==> config.mk <==
export PLATFORM = sky130hd
export DESIGN_NAME = address_table_with_stale_replace
export DESIGN_NICKNAME = d
export VERILOG_FILES = /design/src/hw/rtl/att_pkg.sv /design/src/hw/rtl/att_ram.sv /design/src/hw/rtl/att_seq.sv /design/src/hw/rtl/address_table_with_stale_replace.sv
export SDC_FILE = /design/constraint.sdc
export NUM_CORES = 2
export LEC_CHECK = 0
export BUFFER_PORTS_ARGS = -buffer_cell sky130_fd_sc_hd__buf_4
export CAP_MARGIN = 20
export CORE_AREA = 10 10 356 358
export DETAILED_ROUTE_END_ITERATION = 10
export DIE_AREA = 0 0 366 368
export PLACE_DENSITY = 0.77
export SYNTH_ARGS = -nofsm -noshare
export SYNTH_HDL_FRONTEND = slang
export SYNTH_HIERARCHICAL = 1
export SYNTH_SLANG_ARGS = --single-unit
==> constraint.sdc <==
create_clock -name clk -period 14.7 [get_ports clk]
set_input_delay 0.735 -clock clk [delete_from_list [all_inputs] [get_ports clk]]
set_output_delay 0.735 -clock clk [all_outputs]
set_load 0.01 [all_outputs]
==> src/hw/rtl/att_pkg.sv <==
`timescale 1ns / 1ps
// shared types and constants of the address table
// no dependencies
package att_pkg;

	localparam int unsigned TABLE_DEPTH_DEF = 16;
	localparam logic [31:0] STALE_RESET = 32'd30000;

	localparam logic CMD_SIGHT = 1'b0;
	localparam logic CMD_SWEEP = 1'b1;

	typedef enum logic [1:0] {
		OUT_REFRESH = 2'd0,
		OUT_INSERT  = 2'd1,
		OUT_REPLACE = 2'd2,
		OUT_SWEEP   = 2'd3
	} outcome_t;

	// one table entry as stored in the entry memory
	typedef struct packed {
		logic [47:0] address;
		logic [7:0]  strength;
		logic [3:0]  kind;
		logic        lost;
		logic [31:0] last_seen;
	} entry_t;

	// finished request handed to the output register
	typedef struct packed {
		outcome_t    outcome;
		logic [3:0]  slot;
		logic [4:0]  live;
		logic [4:0]  dropped;
	} result_t;

endpackage

==> src/hw/rtl/att_ram.sv <==
`timescale 1ns / 1ps
// entry memory: one write port, one read port, registered read data
// depends on att_pkg
module att_ram #(
	parameter int unsigned TABLE_DEPTH = att_pkg::TABLE_DEPTH_DEF
) (
	input  logic                           clk,
	input  logic                           we,
	input  logic [$clog2(TABLE_DEPTH)-1:0] waddr,
	input  att_pkg::entry_t                wdata,
	input  logic                           re,
	input  logic [$clog2(TABLE_DEPTH)-1:0] raddr,
	output att_pkg::entry_t                rdata
);

	att_pkg::entry_t mem [TABLE_DEPTH];

	always_ff @(posedge clk) begin
		if (we) begin
			mem[waddr] <= wdata;
		end
	end

	always_ff @(posedge clk) begin
		if (re) begin
			rdata <= mem[raddr];
		end
	end

endmodule

==> src/hw/rtl/att_seq.sv <==
`timescale 1ns / 1ps
// request sequencer: walks the entry memory for lookup, stalest search and sweep
// depends on att_pkg and att_ram
module att_seq #(
	parameter int unsigned TABLE_DEPTH = att_pkg::TABLE_DEPTH_DEF
) (
	input  logic               clk,
	input  logic               arst_n,
	input  logic               in_valid,
	output logic               in_ready,
	input  logic               cmd,
	input  logic [47:0]        address,
	input  logic signed [7:0]  signal_strength,
	input  logic [3:0]         device_kind,
	input  logic               lost_flag,
	input  logic [31:0]        now_ms,
	input  logic [31:0]        stale_limit,
	output logic               res_valid,
	input  logic               res_take,
	output att_pkg::result_t   res
);

	localparam int unsigned IW = $clog2(TABLE_DEPTH);
	localparam int unsigned CW = $clog2(TABLE_DEPTH + 1);

	typedef enum logic [1:0] {
		S_IDLE,
		S_SCAN,
		S_WRITE,
		S_DONE
	} state_t;

	state_t             state_q;
	logic               cmd_q;
	att_pkg::entry_t    in_entry_q;
	logic [CW-1:0]      n_q;
	logic [CW-1:0]      count_q;
	logic [CW-1:0]      rd_idx_q;
	logic [CW-1:0]      w_q;
	logic [CW-1:0]      dropped_q;
	logic               rd_vld_s1;
	logic [IW-1:0]      idx_s1;
	logic [31:0]        min_time_q;
	logic [IW-1:0]      min_idx_q;
	logic [IW-1:0]      slot_q;
	att_pkg::outcome_t  outcome_q;

	att_pkg::entry_t    rd_entry;
	att_pkg::entry_t    wr_entry;
	logic               issue;
	logic               proc_s1;
	logic               hit;
	logic               last;
	logic               take_min;
	logic [IW-1:0]      new_min_idx;
	logic [31:0]        age;
	logic               keep;
	logic [CW-1:0]      w_next;
	logic               ram_we;
	logic [IW-1:0]      ram_waddr;

	att_ram #(
		.TABLE_DEPTH(TABLE_DEPTH)
	) u_ram (
		.clk   (clk),
		.we    (ram_we),
		.waddr (ram_waddr),
		.wdata (wr_entry),
		.re    (issue),
		.raddr (rd_idx_q[IW-1:0]),
		.rdata (rd_entry)
	);

	assign in_ready  = (state_q == S_IDLE);
	assign res_valid = (state_q == S_DONE);

	assign issue       = (state_q == S_SCAN) && (rd_idx_q < n_q);
	assign proc_s1     = (state_q == S_SCAN) && rd_vld_s1;
	assign hit         = (rd_entry.address == in_entry_q.address);
	assign last        = ((CW'(idx_s1) + CW'(1)) == n_q);
	assign take_min    = (idx_s1 == '0) || (rd_entry.last_seen < min_time_q);
	assign new_min_idx = take_min ? idx_s1 : min_idx_q;
	// wrapping age against the request time
	assign age         = in_entry_q.last_seen - rd_entry.last_seen;
	assign keep        = (age <= stale_limit);
	assign w_next      = w_q + CW'(keep);

	// sweep packs survivors down; sighting writes its slot once the walk is over
	always_comb begin
		ram_we    = 1'b0;
		ram_waddr = slot_q;
		wr_entry  = in_entry_q;
		if (state_q == S_WRITE) begin
			ram_we = 1'b1;
		end else if (proc_s1 && (cmd_q == att_pkg::CMD_SWEEP) && keep) begin
			ram_we    = 1'b1;
			ram_waddr = w_q[IW-1:0];
			wr_entry  = rd_entry;
		end
	end

	assign res.outcome = outcome_q;
	assign res.slot    = 4'(slot_q);
	assign res.live    = 5'(count_q);
	assign res.dropped = 5'(dropped_q);

	always_ff @(posedge clk or negedge arst_n) begin
		if (!arst_n) begin
			state_q   <= S_IDLE;
			count_q   <= '0;
			rd_vld_s1 <= 1'b0;
		end else begin
			rd_vld_s1 <= issue;
			case (state_q)
				S_IDLE: begin
					if (in_valid) begin
						cmd_q                <= cmd;
						in_entry_q.address   <= address;
						in_entry_q.strength  <= $unsigned(signal_strength);
						in_entry_q.kind      <= device_kind;
						in_entry_q.lost      <= lost_flag;
						in_entry_q.last_seen <= now_ms;
						n_q                  <= count_q;
						rd_idx_q             <= '0;
						w_q                  <= '0;
						dropped_q            <= '0;
						slot_q               <= '0;
						if (count_q == '0) begin
							if (cmd == att_pkg::CMD_SIGHT) begin
								outcome_q <= att_pkg::OUT_INSERT;
								count_q   <= CW'(1);
								state_q   <= S_WRITE;
							end else begin
								outcome_q <= att_pkg::OUT_SWEEP;
								state_q   <= S_DONE;
							end
						end else begin
							state_q <= S_SCAN;
						end
					end
				end
				S_SCAN: begin
					if (issue) begin
						rd_idx_q <= rd_idx_q + CW'(1);
					end
					idx_s1 <= rd_idx_q[IW-1:0];
					if (proc_s1) begin
						if (cmd_q == att_pkg::CMD_SIGHT) begin
							min_time_q <= take_min ? rd_entry.last_seen : min_time_q;
							min_idx_q  <= new_min_idx;
							if (hit) begin
								slot_q    <= idx_s1;
								outcome_q <= att_pkg::OUT_REFRESH;
								state_q   <= S_WRITE;
							end else if (last) begin
								if (n_q < CW'(TABLE_DEPTH)) begin
									slot_q    <= n_q[IW-1:0];
									outcome_q <= att_pkg::OUT_INSERT;
									count_q   <= n_q + CW'(1);
								end else begin
									slot_q    <= new_min_idx;
									outcome_q <= att_pkg::OUT_REPLACE;
								end
								state_q <= S_WRITE;
							end
						end else begin
							w_q <= w_next;
							if (last) begin
								count_q   <= w_next;
								dropped_q <= n_q - w_next;
								outcome_q <= att_pkg::OUT_SWEEP;
								slot_q    <= '0;
								state_q   <= S_DONE;
							end
						end
					end
				end
				S_WRITE: begin
					state_q <= S_DONE;
				end
				S_DONE: begin
					if (res_take) begin
						state_q <= S_IDLE;
					end
				end
				default: begin
					state_q <= S_IDLE;
				end
			endcase
		end
	end

endmodule

==> src/hw/rtl/address_table_with_stale_replace.sv <==
`timescale 1ns / 1ps
// top level of the address table: stale limit register, sequencer, output register
// depends on att_pkg and att_seq
//
// usage
//  - input channel in_valid/in_ready carries one request: a sighting (cmd 0) looks up
//    address, refreshes a hit, fills the next free slot or replaces the lowest-time entry;
//    an age sweep (cmd 1) drops entries older than the stale limit at now_ms and packs
//    the survivors towards slot 0, keeping their order
//  - output channel out_valid/out_ready returns one result per request: outcome,
//    slot_index, live_entries and dropped_entries
//  - cfg_wr_en/cfg_wr_data write the stale limit; write it only while idle
//  - one request is worked on at a time; the walk reads one entry per cycle through the
//    single read port of the entry memory, and a hit ends the walk early
//  - the next request is accepted once the previous result has moved into the output
//    register, so it is taken while that result still waits on out_ready
//  - if the receiver stalls, the finished result holds in the sequencer until the output
//    register frees up; nothing is dropped
//  - reset empties the table (live count 0) and sets the stale limit to 30000 ms; the
//    entry memory itself is not cleared, as only slots below the live count are read
module address_table_with_stale_replace #(
	parameter int unsigned TABLE_DEPTH = att_pkg::TABLE_DEPTH_DEF
) (
	input  logic              clk,
	input  logic              arst_n,
	input  logic              in_valid,
	output logic              in_ready,
	input  logic              cmd,
	input  logic [47:0]       address,
	input  logic signed [7:0] signal_strength,
	input  logic [3:0]        device_kind,
	input  logic              lost_flag,
	input  logic [31:0]       now_ms,
	output logic              out_valid,
	input  logic              out_ready,
	output logic [1:0]        outcome,
	output logic [3:0]        slot_index,
	output logic [4:0]        live_entries,
	output logic [4:0]        dropped_entries,
	input  logic              cfg_wr_en,
	input  logic [31:0]       cfg_wr_data
);

	logic [31:0]       stale_limit_q;
	logic              out_valid_q;
	att_pkg::result_t  out_res_q;
	logic              res_valid;
	logic              res_take;
	att_pkg::result_t  res;

	// output register is free when empty or being drained this cycle
	assign res_take = !out_valid_q || out_ready;

	att_seq #(
		.TABLE_DEPTH(TABLE_DEPTH)
	) u_seq (
		.clk             (clk),
		.arst_n          (arst_n),
		.in_valid        (in_valid),
		.in_ready        (in_ready),
		.cmd             (cmd),
		.address         (address),
		.signal_strength (signal_strength),
		.device_kind     (device_kind),
		.lost_flag       (lost_flag),
		.now_ms          (now_ms),
		.stale_limit     (stale_limit_q),
		.res_valid       (res_valid),
		.res_take        (res_take),
		.res             (res)
	);

	// stale limit register
	always_ff @(posedge clk or negedge arst_n) begin
		if (!arst_n) begin
			stale_limit_q <= att_pkg::STALE_RESET;
		end else if (cfg_wr_en) begin
			stale_limit_q <= cfg_wr_data;
		end
	end

	// output register, decouples the receiver from the sequencer
	always_ff @(posedge clk or negedge arst_n) begin
		if (!arst_n) begin
			out_valid_q <= 1'b0;
		end else if (res_valid && res_take) begin
			out_valid_q <= 1'b1;
		end else if (out_ready) begin
			out_valid_q <= 1'b0;
		end
	end

	always_ff @(posedge clk) begin
		if (res_valid && res_take) begin
			out_res_q <= res;
		end
	end

	assign out_valid       = out_valid_q;
	assign outcome         = out_res_q.outcome;
	assign slot_index      = out_res_q.slot;
	assign live_entries    = out_res_q.live;
	assign dropped_entries = out_res_q.dropped;

endmodule

---- Word level (Yosys, flattened, before mapping) ----
Memories as Yosys holds them, arrays and structs flattened. A register that Yosys moved wholly into a read port is not among the register bits.
Cells that the tools add are included.
cells by class
  add/subtract/negate cells ............... 6
  magnitude comparators ................... 4
  eq/ne operators ......................... 17
  multiplexer cells ....................... 58
  bitwise gates (word level) .............. 1
  reductions and logical operators ........ 24
operators with widths
  operator             count
  $mux 93              2
  $mux 5               16
  $eq 48x48->1         1
  $mux 4               10
  $pmux 5 s2           4
  $le 32x32->1         1
  $lt 32x32->1         1
  $mux 2               16
  $sub 32x32->32       1
  $reduce_and 5->1     3
  $ne 2x1->1 const B   6
  $reduce_and 6->1     2
  $add 5x1->5 const B  2
  $reduce_and 9->1     1
  $pmux 2 s4           1
  $pmux 4 s2           1
  $reduce_and 4->1     2
  $mux 1               7
  $reduce_and 7->1     1
  $ne 3x2->1 const B   2
  $add 4x1->5 const B  1
  $add 5x1->5          1
  $eq 5x5->1           1
  $logic_and 1x1->1    5
  other kinds (18)     22
storage, ports and cells
  register bits after elaboration ......... 217
  memory bits (writable) .................. 1,488
  bits of input ports ..................... 131
  output and inout bits ................... 18
  word-level logic and storage cells ...... 135
  memories ................................ 1
memories
  memory           words  width  rd ports  clocked after memory_dff  wr ports  line           text
  u_seq.u_ram.mem  16     93     1         1                         1         att_ram.sv:16  att_pkg::entry_t mem [TABLE_DEPTH];

---- Longest topological paths before layout ----
  depth in word-level cells ............... 9
  gate-level depth with buffers ........... 26
  depth with buffers taken out ............ 26

---- Hierarchy ----
Netlist, hierarchy kept.
modules (own cells, without submodules)
  module                            instances  cells an instance  area each (um2)  seq. area each (um2)
  att_ram                           1          2,382              58,325.9         47,475.5
  att_seq                           1          993                11,126.9         5,004.8
  address_table_with_stale_replace  1          88                 1,878.1          1,315.0

---- Worst setup path after synthesis ----
Ideal clock, no wire load.
  path kind ............................... register -> register
  from .................................... register u_seq/u_ram/rdata[1] (netlist name)
  to ...................................... memory u_seq/u_ram/mem[0][0] in the netlist's numbering (enable)
  setup time .............................. 0.658 ns
  arrival time ............................ 11.203 ns
  required time ........................... 14.042 ns
  setup slack ............................. 2.839 ns
  stages on the path, launching flop included .. 24
  buffers on the path ..................... 2
  period minus slack after synthesis ...... 11.861 ns
  cell sequence ........................... edfxtp_1 -> inv_1 -> ha_1 -> nor2b_1 -> o31a_1 -> o21ai_1 -> o21ai_0 -> a221oi_1 -> o21bai_1 -> a21oi_1 -> xnor2_1 -> ha_1 -> a21o_1 -> a21o_1 -> a21oi_1 -> o21a_1 -> o211ai_1 -> o21ai_2 -> nor3b_2 -> buf_4 -> buf_6 -> mux2_1 -> or3b_2 -> nor3_1
on the way
  elaborated cells on any way between the ends .. 9
  classes of those cells .................. add/sub (1); order compare (1); mux (6); reduce/logical (1)
RTL lines
  what                    line           text
  $sub 32x32->32          att_seq.sv:84  assign age = in_entry_q.last_seen - rd_entry.last_seen;
  $le 32x32->1            att_seq.sv:85  assign keep = (age <= stale_limit);
  $logic_and 1x1->1       att_seq.sv:95  end else if (proc_s1 && (cmd_q == att_pkg::CMD_SWEEP) && keep) begin
  $mux 4                  att_seq.sv:95
  $mux 4                  att_seq.sv:93  if (state_q == S_WRITE) begin
  via u_seq.ram_waddr[2]  att_seq.sv:60  logic [IW-1:0] ram_waddr;
  end: declaration        att_ram.sv:16
The timed path passes the listed nets, and every way through them passes these cells.

---- Worst setup path after layout ----
  from .................................... register u_seq/in_entry_q[0] in the netlist's numbering
  to ...................................... memory u_seq/u_ram/mem[9][46] in the netlist's numbering (enable)
on the way
  elaborated cells on any way between the ends .. 9
  classes of those cells .................. add/sub (1); order compare (1); mux (6); reduce/logical (1)
RTL lines
  what                    line           text
  start: declaration      att_seq.sv:35  att_pkg::entry_t in_entry_q;
  $sub 32x32->32          att_seq.sv:84
  $le 32x32->1            att_seq.sv:85
  $logic_and 1x1->1       att_seq.sv:95
  $mux 4                  att_seq.sv:95
  $mux 4                  att_seq.sv:93
  via u_seq.ram_waddr[1]  att_seq.sv:60
The timed path passes the listed nets, and every way through them passes these cells.

==> flow_metrics.env <==
export IMPL_dr_first_iter_drc_count=3773
export IMPL_status="complete, no violations"
export IMPL_end_kind="flop"
export IMPL_ir_drop_v=0.000142
export IMPL_routedWlPerCell_um=28.3
export IMPL_dr_pass1_iters=5
export IMPL_ios=149
export IMPL_clock_latency_ps=780
export IMPL_synthCells=3119
export IMPL_finalHoldViolCount=0
export IMPL_synth_area_per_cell_um2=20.1
export IMPL_max_cap_violations=0
export IMPL_ant_nets=0
export IMPL_setup_tns_final_ps=0
export IMPL_clock_sinks=1564
export IMPL_synth_nets=3364
export IMPL_post_cts_buffers=0
export IMPL_dieHeight_um=368
export IMPL_via_count=31300
export IMPL_nNetsFinal=3574
export IMPL_die_area_mm2=0.135
export IMPL_relSlewSlack=0.272
export IMPL_slew_violations=0
export IMPL_fmax_ghz=0.116
export IMPL_grt_start_max_net_pins=160
export IMPL_period_minus_slack_ps=8650
export IMPL_start_util=0.525
export IMPL_pwr_density_cell_mw_per_mm2=175
export IMPL_clock_root_buffer="clkbuf_16"
export IMPL_track_usage=0.210
export IMPL_power_w=0.0123
export IMPL_antenna_cells=0
export IMPL_wl_mm=143
export IMPL_cts_hold_buffers=1
export IMPL_clk_path_buf_depth=3
export IMPL_cp_max_fo=84
export IMPL_arrival_ps=9020
export IMPL_place_gp_congestion=0.800
export IMPL_final_common_cell="edfxtp_1"
export IMPL_min_path_type="in -> reg"
export IMPL_drive_above_1_share=0.250
export IMPL_cts_tree="done"
export IMPL_synthesis_area_mm2=0.0627
export IMPL_clk_pin_slew_ps=60
export IMPL_post_cts_resized=0
export IMPL_routed_via_density=6.18
export IMPL_dieWidth_um=366
export IMPL_finalClockSkew_ps=40.3
export IMPL_p_leak_nw=23.6
export IMPL_numCtsBuffers=155
export IMPL_crit_type="reg -> reg"
export IMPL_cts_htree_levels=4
export IMPL_fin_crit_sh=0.588
export IMPL_tightest_slew_ps=1090
export IMPL_setup_violations=0
export IMPL_critPathRequiredTime_ps=15070
export IMPL_core_area_mm2=0.119
export IMPL_mostFrequentLayoutCells="edfxtp_1, mux4_2, buf_4"
export IMPL_antenna_found_initial=3
export IMPL_row_count=127
export IMPL_yosys_warnings=6
export IMPL_rsz0062_at_grt="false"
export IMPL_dp_hpwl_mm=73.7
export IMPL_crit_path_start_kind="flop"
export IMPL_grt_pass1_wl_mm=212
export IMPL_gr_total_overflow=0
export IMPL_area_delta_synth_final_pct=12.7
export IMPL_first_global_vias=32100
export IMPL_drc=0
export IMPL_portBuffers=135
-- metrics by stage --
stage | instance area [µm²] | instances | utilization | hold slack [ps] | worst slack (ps)
floorplan | 62700 | 3119 | - | 400 | 3750
global placement | 65600 | 4781 | 0.550 | 406 | 5940
detailed placement | 65600 | 4781 | 0.550 | 405 | 5890
CTS | 70600 | 5064 | 0.592 | 82.4 | 5870
global route | 70700 | 5066 | 0.592 | 102 | 5670
finish | 70700 | 5066 | 0.592 | 129 | 6050
-- critical path, stage by stage, from the launching register on --
cell,delay [ps]
edfxtp_1,390
inv_1,120
ha_1,200
fa_1,230
nor2b_1,80
o31ai_1,390
a21oi_1,200
o21a_1,300
a41o_1,280
a41o_1,280
o41ai_1,340
xnor2_1,120
ha_1,300
nand4_1,160
nor4_1,570
nand3_1,170
o21ai_2,200
nor3b_4,300
buf_12,520
mux2_1,550
nand2b_1,420
nor2_4,780
buf_4,550
buf_4,760
-- power breakdown --
part / switching, W / internal, W / total [W]
clock network: 0.00171 / 0.00217 / 0.00388
logic: 0.00165 / 0.00115 / 0.00280
registers: 0.000190 / 0.00547 / 0.00566
-- routing by layer --
metal | track usage | up-vias | wire length (µm)
met1 | 0.280 | 16100 | 54200
met5 | 0 | - | 13
li1 | - | 13100 | -
met2 | 0.352 | 1760 | 71800
met3 | 0.0375 | 309 | 13000
met4 | 0.0677 | 2 | 4470
-- worst paths after layout --
kind,slack (ps),from,end,cells past startpoint
setup / recovery,6050,u_seq/in_entry_q[0],u_seq/u_ram/mem[9][46],23
hold / removal,130,address[29],u_seq/in_entry_q[74],1
setup reg to reg,6050,u_seq/in_entry_q[0],u_seq/u_ram/mem[9][46],23
hold reg to reg,420,u_seq/outcome_q[1],outcome[1],0
max in group asynchronous,13770,arst_n,u_seq/count_q[2],2
min in group asynchronous,500,arst_n,stale_limit_q[3],2
-- sequential cells by signal, indices dropped and copies added, names as in the netlist --
| register | flops |
|---|---|
| u_seq/dropped_q | 5 |
| u_seq/outcome_q | 2 |
| u_seq/count_q | 5 |
| stale_limit_q | 32 |
| u_seq/u_ram/mem | 1280 |
| u_seq/u_ram/rdata | 80 |
| out_valid | 1 |
| u_seq/min_idx_q | 4 |
| u_seq/in_entry_q | 80 |
| u_seq/rd_idx_q | 5 |
| outcome | 2 |
| u_seq/rd_vld_s1 | 1 |
| live_entries | 5 |
| u_seq/n_q | 5 |
| u_seq/state_q | 2 |
| dropped_entries | 5 |
| u_seq/cmd_q | 1 |
| u_seq/min_time_q | 32 |
| u_seq/slot_q | 4 |
| u_seq/idx_s1 | 4 |
| u_seq/w_q | 5 |
| slot_index | 4 |
-- cell type report --
| class | count | area, µm² |
|---|---|---|
| clock buffers | 184 | 4030 |
| clock inverters | 98 | 985 |
| flip-flops and latches | 1564 | 46800 |
| inverters | 122 | 458 |
| repair buffers | 193 | 1510 |
| multi-input cells | 1293 | 14900 |
| well taps | 1612 | 2020 |
| fillers | 8248 | 48700 |
Note: power is estimated with default switching activity, not from simulation.
